**src/mrmg_pkg.sv**
```systemverilog
package mrmg_pkg;

  localparam int unsigned SIDE_MAX = 63;
  localparam int unsigned COORD_W  = 6;
  localparam int unsigned ADDR_W   = 2 * COORD_W;
  localparam int unsigned LABEL_W  = 10;
  localparam int unsigned DEPTH    = 1 << ADDR_W;

  typedef enum logic [1:0] {
    OP_PREPARE = 2'd0,
    OP_TRY     = 2'd1,
    OP_READ    = 2'd2
  } op_e;

  typedef enum logic [1:0] {
    STAT_OK       = 2'd0,
    STAT_NO_MERGE = 2'd1,
    STAT_BAD      = 2'd2,
    STAT_FINISHED = 2'd3
  } status_e;

  // memory request from the sequencer, one read and one write per cycle
  typedef struct packed {
    logic               we;
    logic [ADDR_W-1:0]  waddr;
    logic [LABEL_W-1:0] wdata;
    logic [ADDR_W-1:0]  raddr;
  } mem_req_t;

  typedef struct packed {
    status_e            status;
    logic [LABEL_W-1:0] label;
    logic [LABEL_W-1:0] regions;
    logic               finished;
  } result_t;

endpackage

```
**src/mrmg_ctrl.sv**
```systemverilog
module mrmg_ctrl (
  input  logic                          clk_i,
  input  logic                          rst_ni,
  input  logic                          cfg_we_i,
  input  logic [mrmg_pkg::COORD_W-1:0]  cfg_wdata_i,
  input  logic                          in_valid_i,
  output logic                          in_ready_o,
  input  logic [1:0]                    operation_i,
  input  logic [mrmg_pkg::COORD_W-1:0]  row_i,
  input  logic [mrmg_pkg::COORD_W-1:0]  col_i,
  output mrmg_pkg::mem_req_t            mem_req_o,
  input  logic [mrmg_pkg::LABEL_W-1:0]  mem_rdata_i,
  output logic                          res_valid_o,
  input  logic                          res_ready_i,
  output mrmg_pkg::result_t             res_o
);

  localparam int unsigned CW = mrmg_pkg::COORD_W;
  localparam int unsigned LW = mrmg_pkg::LABEL_W;
  localparam int unsigned HW = CW - 1;

  typedef enum logic [2:0] {
    S_IDLE, S_PREP, S_TRY_RD, S_TRY_CHK, S_REL, S_FIN_RD, S_FIN_CHK, S_RESULT
  } state_e;

  state_e state_q, state_d;
  logic [1:0]   op_q, op_d;
  logic [CW-1:0] row_q, row_d, col_q, col_d;
  logic [CW-1:0] r_q, r_d, c_q, c_d;
  logic [CW-1:0] side_q, side_d, grid_side_q, grid_side_d;
  logic [2:0]   k_q, k_d;
  logic [LW-1:0] first_q, first_d, old_q, old_d, next_q, next_d;
  logic [LW-1:0] cnt_q, cnt_d, label_q, label_d;
  logic         issue_q, issue_d, pend_q, pend_d, ready_q, ready_d;
  logic [mrmg_pkg::ADDR_W-1:0] pend_addr_q, pend_addr_d;
  mrmg_pkg::status_e status_q, status_d;

  logic          accept;
  logic          side_bad, outside, in_grid, last_col, last_row;
  logic [HW-1:0] half;
  logic [CW-1:0] nr, nc;
  logic [LW-1:0] v;

  assign accept   = in_valid_i && (state_q == S_IDLE);
  assign side_bad = (grid_side_q < CW'(3)) || !grid_side_q[0] ||
                    ({1'b0, grid_side_q} > (CW + 1)'(mrmg_pkg::SIDE_MAX));
  assign outside  = (row_i == '0) || (col_i == '0) ||
                    ({1'b0, row_i} + 7'd1 >= {1'b0, side_q}) ||
                    ({1'b0, col_i} + 7'd1 >= {1'b0, side_q});
  assign in_grid  = ready_q && (row_q < side_q) && (col_q < side_q);
  assign last_col = (c_q == side_q - CW'(1));
  assign last_row = (r_q == side_q - CW'(1));
  assign half     = side_q[CW-1:1];
  assign v        = mem_rdata_i;

  // neighbor order: down, up, right, left; k of zero is the cell itself
  always_comb begin
    nr = row_q;
    nc = col_q;
    case (k_q)
      3'd1:    nr = row_q + CW'(1);
      3'd2:    nr = row_q - CW'(1);
      3'd3:    nc = col_q + CW'(1);
      3'd4:    nc = col_q - CW'(1);
      default: ;
    endcase
  end

  always_comb begin
    state_d     = state_q;
    op_d        = op_q;
    row_d       = row_q;
    col_d       = col_q;
    r_d         = r_q;
    c_d         = c_q;
    side_d      = side_q;
    grid_side_d = grid_side_q;
    k_d         = k_q;
    first_d     = first_q;
    old_d       = old_q;
    next_d      = next_q;
    cnt_d       = cnt_q;
    label_d     = label_q;
    issue_d     = issue_q;
    pend_d      = pend_q;
    pend_addr_d = pend_addr_q;
    ready_d     = ready_q;
    status_d    = status_q;
    mem_req_o.we    = 1'b0;
    mem_req_o.waddr = {r_q, c_q};
    mem_req_o.wdata = '0;
    mem_req_o.raddr = {row_q, col_q};

    if (cfg_we_i) begin
      grid_side_d = cfg_wdata_i;
    end

    unique case (state_q)
      S_IDLE: begin
        if (accept) begin
          op_d  = operation_i;
          row_d = row_i;
          col_d = col_i;
          state_d = S_FIN_RD;
          case (operation_i)
            mrmg_pkg::OP_PREPARE: begin
              if (side_bad) begin
                status_d = mrmg_pkg::STAT_BAD;
              end else begin
                side_d  = grid_side_q;
                r_d     = '0;
                c_d     = '0;
                next_d  = LW'(1);
                state_d = S_PREP;
              end
            end
            mrmg_pkg::OP_TRY: begin
              if (!ready_q) begin
                status_d = mrmg_pkg::STAT_BAD;
              end else if (cnt_q <= LW'(1)) begin
                status_d = mrmg_pkg::STAT_FINISHED;
              end else if (outside) begin
                status_d = mrmg_pkg::STAT_BAD;
              end else begin
                k_d     = '0;
                first_d = '0;
                state_d = S_TRY_RD;
              end
            end
            mrmg_pkg::OP_READ: status_d = mrmg_pkg::STAT_OK;
            default:           status_d = mrmg_pkg::STAT_BAD;
          endcase
        end
      end
      S_PREP: begin
        mem_req_o.we    = 1'b1;
        mem_req_o.waddr = {r_q, c_q};
        // rooms sit at odd row and odd column
        if (r_q[0] && c_q[0]) begin
          mem_req_o.wdata = next_q;
          next_d = next_q + LW'(1);
        end
        if (last_col) begin
          c_d = '0;
          if (last_row) begin
            cnt_d    = LW'({5'd0, half} * {5'd0, half});
            ready_d  = 1'b1;
            status_d = mrmg_pkg::STAT_OK;
            state_d  = S_FIN_RD;
          end else begin
            r_d = r_q + CW'(1);
          end
        end else begin
          c_d = c_q + CW'(1);
        end
      end
      S_TRY_RD: begin
        mem_req_o.raddr = {nr, nc};
        state_d = S_TRY_CHK;
      end
      S_TRY_CHK: begin
        if (k_q == 3'd0) begin
          if (v != '0) begin
            status_d = mrmg_pkg::STAT_NO_MERGE;
            state_d  = S_FIN_RD;
          end else begin
            k_d     = 3'd1;
            state_d = S_TRY_RD;
          end
        end else if (v == '0 || first_q == '0 || first_q == v) begin
          if (v != '0) begin
            first_d = v;
          end
          if (k_q == 3'd4) begin
            status_d = mrmg_pkg::STAT_NO_MERGE;
            state_d  = S_FIN_RD;
          end else begin
            k_d     = k_q + 3'd1;
            state_d = S_TRY_RD;
          end
        end else begin
          // open the wall, then sweep the grid for the second region
          mem_req_o.we    = 1'b1;
          mem_req_o.waddr = {row_q, col_q};
          mem_req_o.wdata = first_q;
          old_d    = v;
          r_d      = '0;
          c_d      = '0;
          issue_d  = 1'b1;
          pend_d   = 1'b0;
          status_d = mrmg_pkg::STAT_OK;
          state_d  = S_REL;
        end
      end
      S_REL: begin
        // read one cell ahead while the previous one is written back
        if (pend_q && v == old_q) begin
          mem_req_o.we    = 1'b1;
          mem_req_o.waddr = pend_addr_q;
          mem_req_o.wdata = first_q;
        end
        if (issue_q) begin
          mem_req_o.raddr = {r_q, c_q};
          pend_d      = 1'b1;
          pend_addr_d = {r_q, c_q};
          if (last_col) begin
            c_d = '0;
            if (last_row) begin
              issue_d = 1'b0;
            end else begin
              r_d = r_q + CW'(1);
            end
          end else begin
            c_d = c_q + CW'(1);
          end
        end else begin
          pend_d = 1'b0;
          if (!pend_q) begin
            cnt_d   = cnt_q - LW'(1);
            state_d = S_FIN_RD;
          end
        end
      end
      S_FIN_RD: begin
        mem_req_o.raddr = {row_q, col_q};
        state_d = S_FIN_CHK;
      end
      S_FIN_CHK: begin
        label_d = in_grid ? v : '0;
        if (op_q == mrmg_pkg::OP_READ && !in_grid) begin
          status_d = mrmg_pkg::STAT_BAD;
        end
        state_d = S_RESULT;
      end
      S_RESULT: begin
        if (res_ready_i) begin
          state_d = S_IDLE;
        end
      end
      default: state_d = S_IDLE;
    endcase
  end

  always_ff @(posedge clk_i or negedge rst_ni) begin
    if (!rst_ni) begin
      state_q     <= S_IDLE;
      op_q        <= '0;
      row_q       <= '0;
      col_q       <= '0;
      r_q         <= '0;
      c_q         <= '0;
      side_q      <= '0;
      grid_side_q <= CW'(11);
      k_q         <= '0;
      first_q     <= '0;
      old_q       <= '0;
      next_q      <= '0;
      cnt_q       <= '0;
      label_q     <= '0;
      issue_q     <= 1'b0;
      pend_q      <= 1'b0;
      pend_addr_q <= '0;
      ready_q     <= 1'b0;
      status_q    <= mrmg_pkg::STAT_OK;
    end else begin
      state_q     <= state_d;
      op_q        <= op_d;
      row_q       <= row_d;
      col_q       <= col_d;
      r_q         <= r_d;
      c_q         <= c_d;
      side_q      <= side_d;
      grid_side_q <= grid_side_d;
      k_q         <= k_d;
      first_q     <= first_d;
      old_q       <= old_d;
      next_q      <= next_d;
      cnt_q       <= cnt_d;
      label_q     <= label_d;
      issue_q     <= issue_d;
      pend_q      <= pend_d;
      pend_addr_q <= pend_addr_d;
      ready_q     <= ready_d;
      status_q    <= status_d;
    end
  end

  assign in_ready_o      = (state_q == S_IDLE);
  assign res_valid_o     = (state_q == S_RESULT);
  assign res_o.status    = status_q;
  assign res_o.label     = label_q;
  assign res_o.regions   = cnt_q;
  assign res_o.finished  = ready_q && (cnt_q <= LW'(1));

  // writes happen only while preparing, opening a wall or relabeling
  assert property (@(posedge clk_i) disable iff (!rst_ni)
    mem_req_o.we |-> (state_q == S_PREP || state_q == S_TRY_CHK || state_q == S_REL))
    else $error("grid write outside a writing phase");

  // outside a prepare the region count only holds or drops by one
  assert property (@(posedge clk_i) disable iff (!rst_ni)
    (state_q != S_PREP) |=> (cnt_q == $past(cnt_q) || cnt_q == $past(cnt_q) - LW'(1)))
    else $error("region count moved by more than one");

  // once prepared the grid stays prepared
  assert property (@(posedge clk_i) disable iff (!rst_ni) !$fell(ready_q))
    else $error("grid ready flag dropped");

  // a merge always replaces a real label with a different one
  assert property (@(posedge clk_i) disable iff (!rst_ni)
    (state_q == S_REL) |-> (old_q != '0 && first_q != '0 && old_q != first_q))
    else $error("relabel with bad labels");

endmodule

```
**config.mk**
```make
export PLATFORM = sky130hd
export DESIGN_NAME = mrmg_ctrl
export DESIGN_NICKNAME = d
export VERILOG_FILES = /design/src/mrmg_pkg.sv /design/src/mrmg_ctrl.sv
export SDC_FILE = /design/constraint.sdc
export NUM_CORES = 1
export LEC_CHECK = 0
export ABC_CLOCK_PERIOD_IN_PS = 7200
export BUFFER_PORTS_ARGS = -buffer_cell sky130_fd_sc_hd__buf_2
export CAP_MARGIN = 10
export CORE_ASPECT_RATIO = 1.75
export CORE_MARGIN = 4
export CORE_UTILIZATION = 64
export DETAILED_ROUTE_END_ITERATION = 10
export GPL_ROUTABILITY_DRIVEN = 0
export GPL_TIMING_DRIVEN = 0
export PLACE_DENSITY = 0.87
export SETUP_SLACK_MARGIN = 0.02
export SYNTH_ARGS = -nofsm -noshare
export SYNTH_HDL_FRONTEND = slang
export SYNTH_SLANG_ARGS = --single-unit
export TNS_END_PERCENT = 10
```
**constraint.sdc**
```tcl
create_clock -name clk_i -period 7.2 [get_ports clk_i]
set_clock_uncertainty 0.1 [all_clocks]
set_input_delay 0.36 -clock clk_i [delete_from_list [all_inputs] [get_ports clk_i]]
set_output_delay 0.36 -clock clk_i [all_outputs]
set_load 0.1 [all_outputs]
```
==> impl_metrics.tcl <==
set metrics [dict create \
    dieWidth_um 91.4 \
    whs_endpoint "grid_side_q[3]" \
    finalSetupViolations 0 \
    path_length_in_cells_of_the_critical_path 12 \
    path_cells "inv_1, ha_1, nor2b_1, ha_1, a21o_1, a21oi_1, o21bai_1, a21oi_1, mux2_2, nor2b_1, o31ai_1, buf_2" \
    rr_endpoint "cnt_q[9]" \
    via_count_of_the_first_global_routing_pass 7195 \
    fin_tns_setup_ns 0 \
    synth_top_cells_by_count "sky130_fd_sc_hd__nand2_1, sky130_fd_sc_hd__dfrtp_1, sky130_fd_sc_hd__nor2_1" \
    grt_first_pass_wirelength_mm 34.9 \
    n_antenna_cell 0 \
    met2_wirelength_mm 11.1 \
    highest_ir_drop_seen_on_vdd_mv 0.234 \
    ys_top_cells_by_area "sky130_fd_sc_hd__dfrtp_1, sky130_fd_sc_hd__ha_1, sky130_fd_sc_hd__nand2_1" \
    cts_post_setup_buffers_inserted 0 \
    layout_setup_ws_ns 2.81 \
    mappedNetlistNets 943 \
    grt_usage 0.311 \
    critical_path_peak_fanout 5 \
    result_of_the_run "finished clean" \
    whs_path_depth 2 \
    clkSinkCount 111 \
    end_kind "output pin" \
    min-delay-start "cfg_wdata_i[3]" \
    p_leak_uw 0.00429 \
    synth_enable_flop_cells 0 \
    ys.flop_type "sky130_fd_sc_hd__dfrtp_1" \
    final_util 0.734 \
    reg2reg_setup_slack_ns 3.40 \
    initial_core_utilization 0.652 \
    antenna_found_initial 0 \
    grt_start_max_net_pins 71 \
    period_needed_ns 4.39 \
    cpMaxStageDelayCell "sky130_fd_sc_hd__buf_2" \
    slew_viol_final 0 \
    arrival_ns 3.93 \
    detailroute.via_count 7054 \
    synth.distinct_cells 80 \
    ant_nets 0 \
    net_count_reported_at_finish 1049 \
    drv.max_cap_violation_count 0 \
    drt_first_pass_iters 5 \
    r2r.worst_path.cells 14 \
    core_area_mm2 0.0119 \
    worst-setup-path-type "reg2out" \
    synth-simple-area-share 0.184 \
    synth-seq-area-share 0.357 \
    synthAdderAreaFrac 0.0997 \
    ctsRootBufferMaster "sky130_fd_sc_hd__clkbuf_16" \
    synth-compound-area-share 0.176 \
    portBuffers 93 \
    io_pins 95 \
    postSynth.asyncResetShare 1.00 \
    netlist.area_leader.share 0.347 \
    routed_via_density 6.43 \
    ys_ff_latch 111 \
    drtIter0Drc 445 \
    hold-worst-slack_ns 0.129 \
    mapped_cell_area_mm2 0.00778 \
    post_synth_inst_count 849 \
    post_drt_wl_per_cell_um 19.4 \
    dp.final_hpwl_mm 16.4 \
    chipHeight_um 154 \
    final-hold-violation-count 0 \
    timing.slew.headroom 0.497 \
    synthXorXnorAreaFrac 0.0797 \
    timing.rr.start "side_q[4]" \
    fin_crit_sh 0.610 \
    worst_hold_path_type "in2reg" \
    cp_num_buf_inv 2 \
    cpPeakStageDelay_ns 0.50 \
    power.density_cell_area_mw_per_mm2 430 \
    design.die.area_mm2 0.0141 \
    dr.max_layer_used "met4" \
    crit_required_ns 6.74 \
    clk_latency_ns 0.36 \
    synthMostInstantiatedCell "sky130_fd_sc_hd__nand2_1" \
    route.met3.wl_mm 1.08 \
    cts_made_buffers 9 \
    clock_path_buffers 2 \
    detail_route.wirelength_mm 21.2 \
    main_combinational_cell_family_by_area_after_synthesis "simple AND/OR/NAND/NOR gates" \
    area_leader_netlist "sky130_fd_sc_hd__dfrtp_1" \
    syn-mean-instance-area_um2 9.17 \
    drive_above_1_share 0.176 \
    tightest_slew_ns 0.751 \
    category_of_the_worst_setup_path_launch_point "register" \
    synth.area.mux_share 0.0629 \
    layout-area-overhead-vs-synth_pct 12.6 \
    critical-path-top-delay-family "compound AO/OA/AOI/OAI gates" \
    ys_warn_count 0 \
    dpl_worst_slack_ns 3.24 \
    placementRows 53 \
    grt_setup_unrepaired "no" \
    wl_met1_mm 7.31 \
    cts_tree "built" \
    grt-ovfl-total 0 \
    clock_tree.htree_level_count 3 \
    drt_drc_violations_left 0 \
    timing.fmax_mhz 228 \
    cts.reportedPaths.clkPinSlew_ns 0.08 \
]
[where the power goes]
| part | internal, uW | switching [uW] |
|---|---|---|
| Combinational | 686 | 1570 |
| Sequential | 777 | 208 |
| Clock | 277 | 248 |
[cell families (layout without fill, tap and decap cells)]
group           after synthesis  count (layout)
buf+inv                      77             188
flops                       111             111
mux                          45              45
simple gates                295             295
fa+ha+maj                    59              59
xor+xnor                     63              63
compound gates              199             199
[flip-flops by register name (all words and copies together), names as in the netlist, 3 cells and up]
signal and flops:
side_q 6, c_q 6, r_q 6, next_q 10, state_q 3, label_q 10, grid_side_q 6, old_q 10
cnt_q 10, col_q 6, k_q 3, row_q 6, pend_addr_q 12, first_q 10
[placed cells by master (no fill, tap or decap), types with 9 or more instances in the layout]
cell / instances
sky130_fd_sc_hd__dfrtp_1: 108
sky130_fd_sc_hd__nand2_1: 113
sky130_fd_sc_hd__o21ai_0: 43
sky130_fd_sc_hd__a21o_1: 22
sky130_fd_sc_hd__nor3_1: 19
sky130_fd_sc_hd__inv_1: 43
sky130_fd_sc_hd__clkbuf_1: 22
sky130_fd_sc_hd__nor2_1: 60
sky130_fd_sc_hd__nand2b_1: 9
sky130_fd_sc_hd__xnor2_1: 31
sky130_fd_sc_hd__mux2_2: 29
sky130_fd_sc_hd__buf_2: 99
sky130_fd_sc_hd__nand3_1: 31
sky130_fd_sc_hd__a21oi_1: 36
sky130_fd_sc_hd__xor2_1: 27
sky130_fd_sc_hd__a31oi_1: 11
sky130_fd_sc_hd__a22o_1: 20
sky130_fd_sc_hd__mux2i_1: 14
sky130_fd_sc_hd__ha_1: 54
sky130_fd_sc_hd__nand4_1: 14
sky130_fd_sc_hd__clkbuf_16: 9
[worst max path at each step]
stage                       from  slack, ns             to
final                     k_q[0]       2.81  mem_req_o[11]
after global routing      k_q[0]       2.52  mem_req_o[11]
after CTS                 k_q[0]       2.82  mem_req_o[11]
after detailed placement  k_q[0]       3.24  mem_req_o[11]
after global placement    k_q[0]       3.34  mem_req_o[11]
after floorplan           k_q[0]       2.18  mem_req_o[11]
[stage by stage]
stage,instance area (um2),power (uW),cells
floorplan,7780,2740,849
global placement,8420,3160,1079
detailed placement,8450,3220,1080
CTS,8760,3750,1097
global route,8760,4010,1097
finish,8760,3770,1097
[routing by layer]
layer  vias to the layer above  GRT usage
li1                       3249          -
met4                         0      0.227
met3                       113     0.0411
met5                         -          0
met2                       322      0.568
met1                      3370      0.319
[timing repair]
item,CTS,global route
hold buffers,1,0
endpoints found under the setup margin,0,0
resized for setup,0,0
hold endpoints to repair,38,0
[final cells by class]
type | count | area (um2)
inverters | 45 | 169
well taps | 137 | 171
flip-flops and latches | 111 | 2780
multi-input cells | 661 | 4680
clock buffers | 10 | 229
clock inverters | 6 | 75.1
repair buffers | 95 | 505
plain buffers | 32 | 148
fillers | 914 | 3170
No activity file was read; power rests on OpenSTA's default activity.
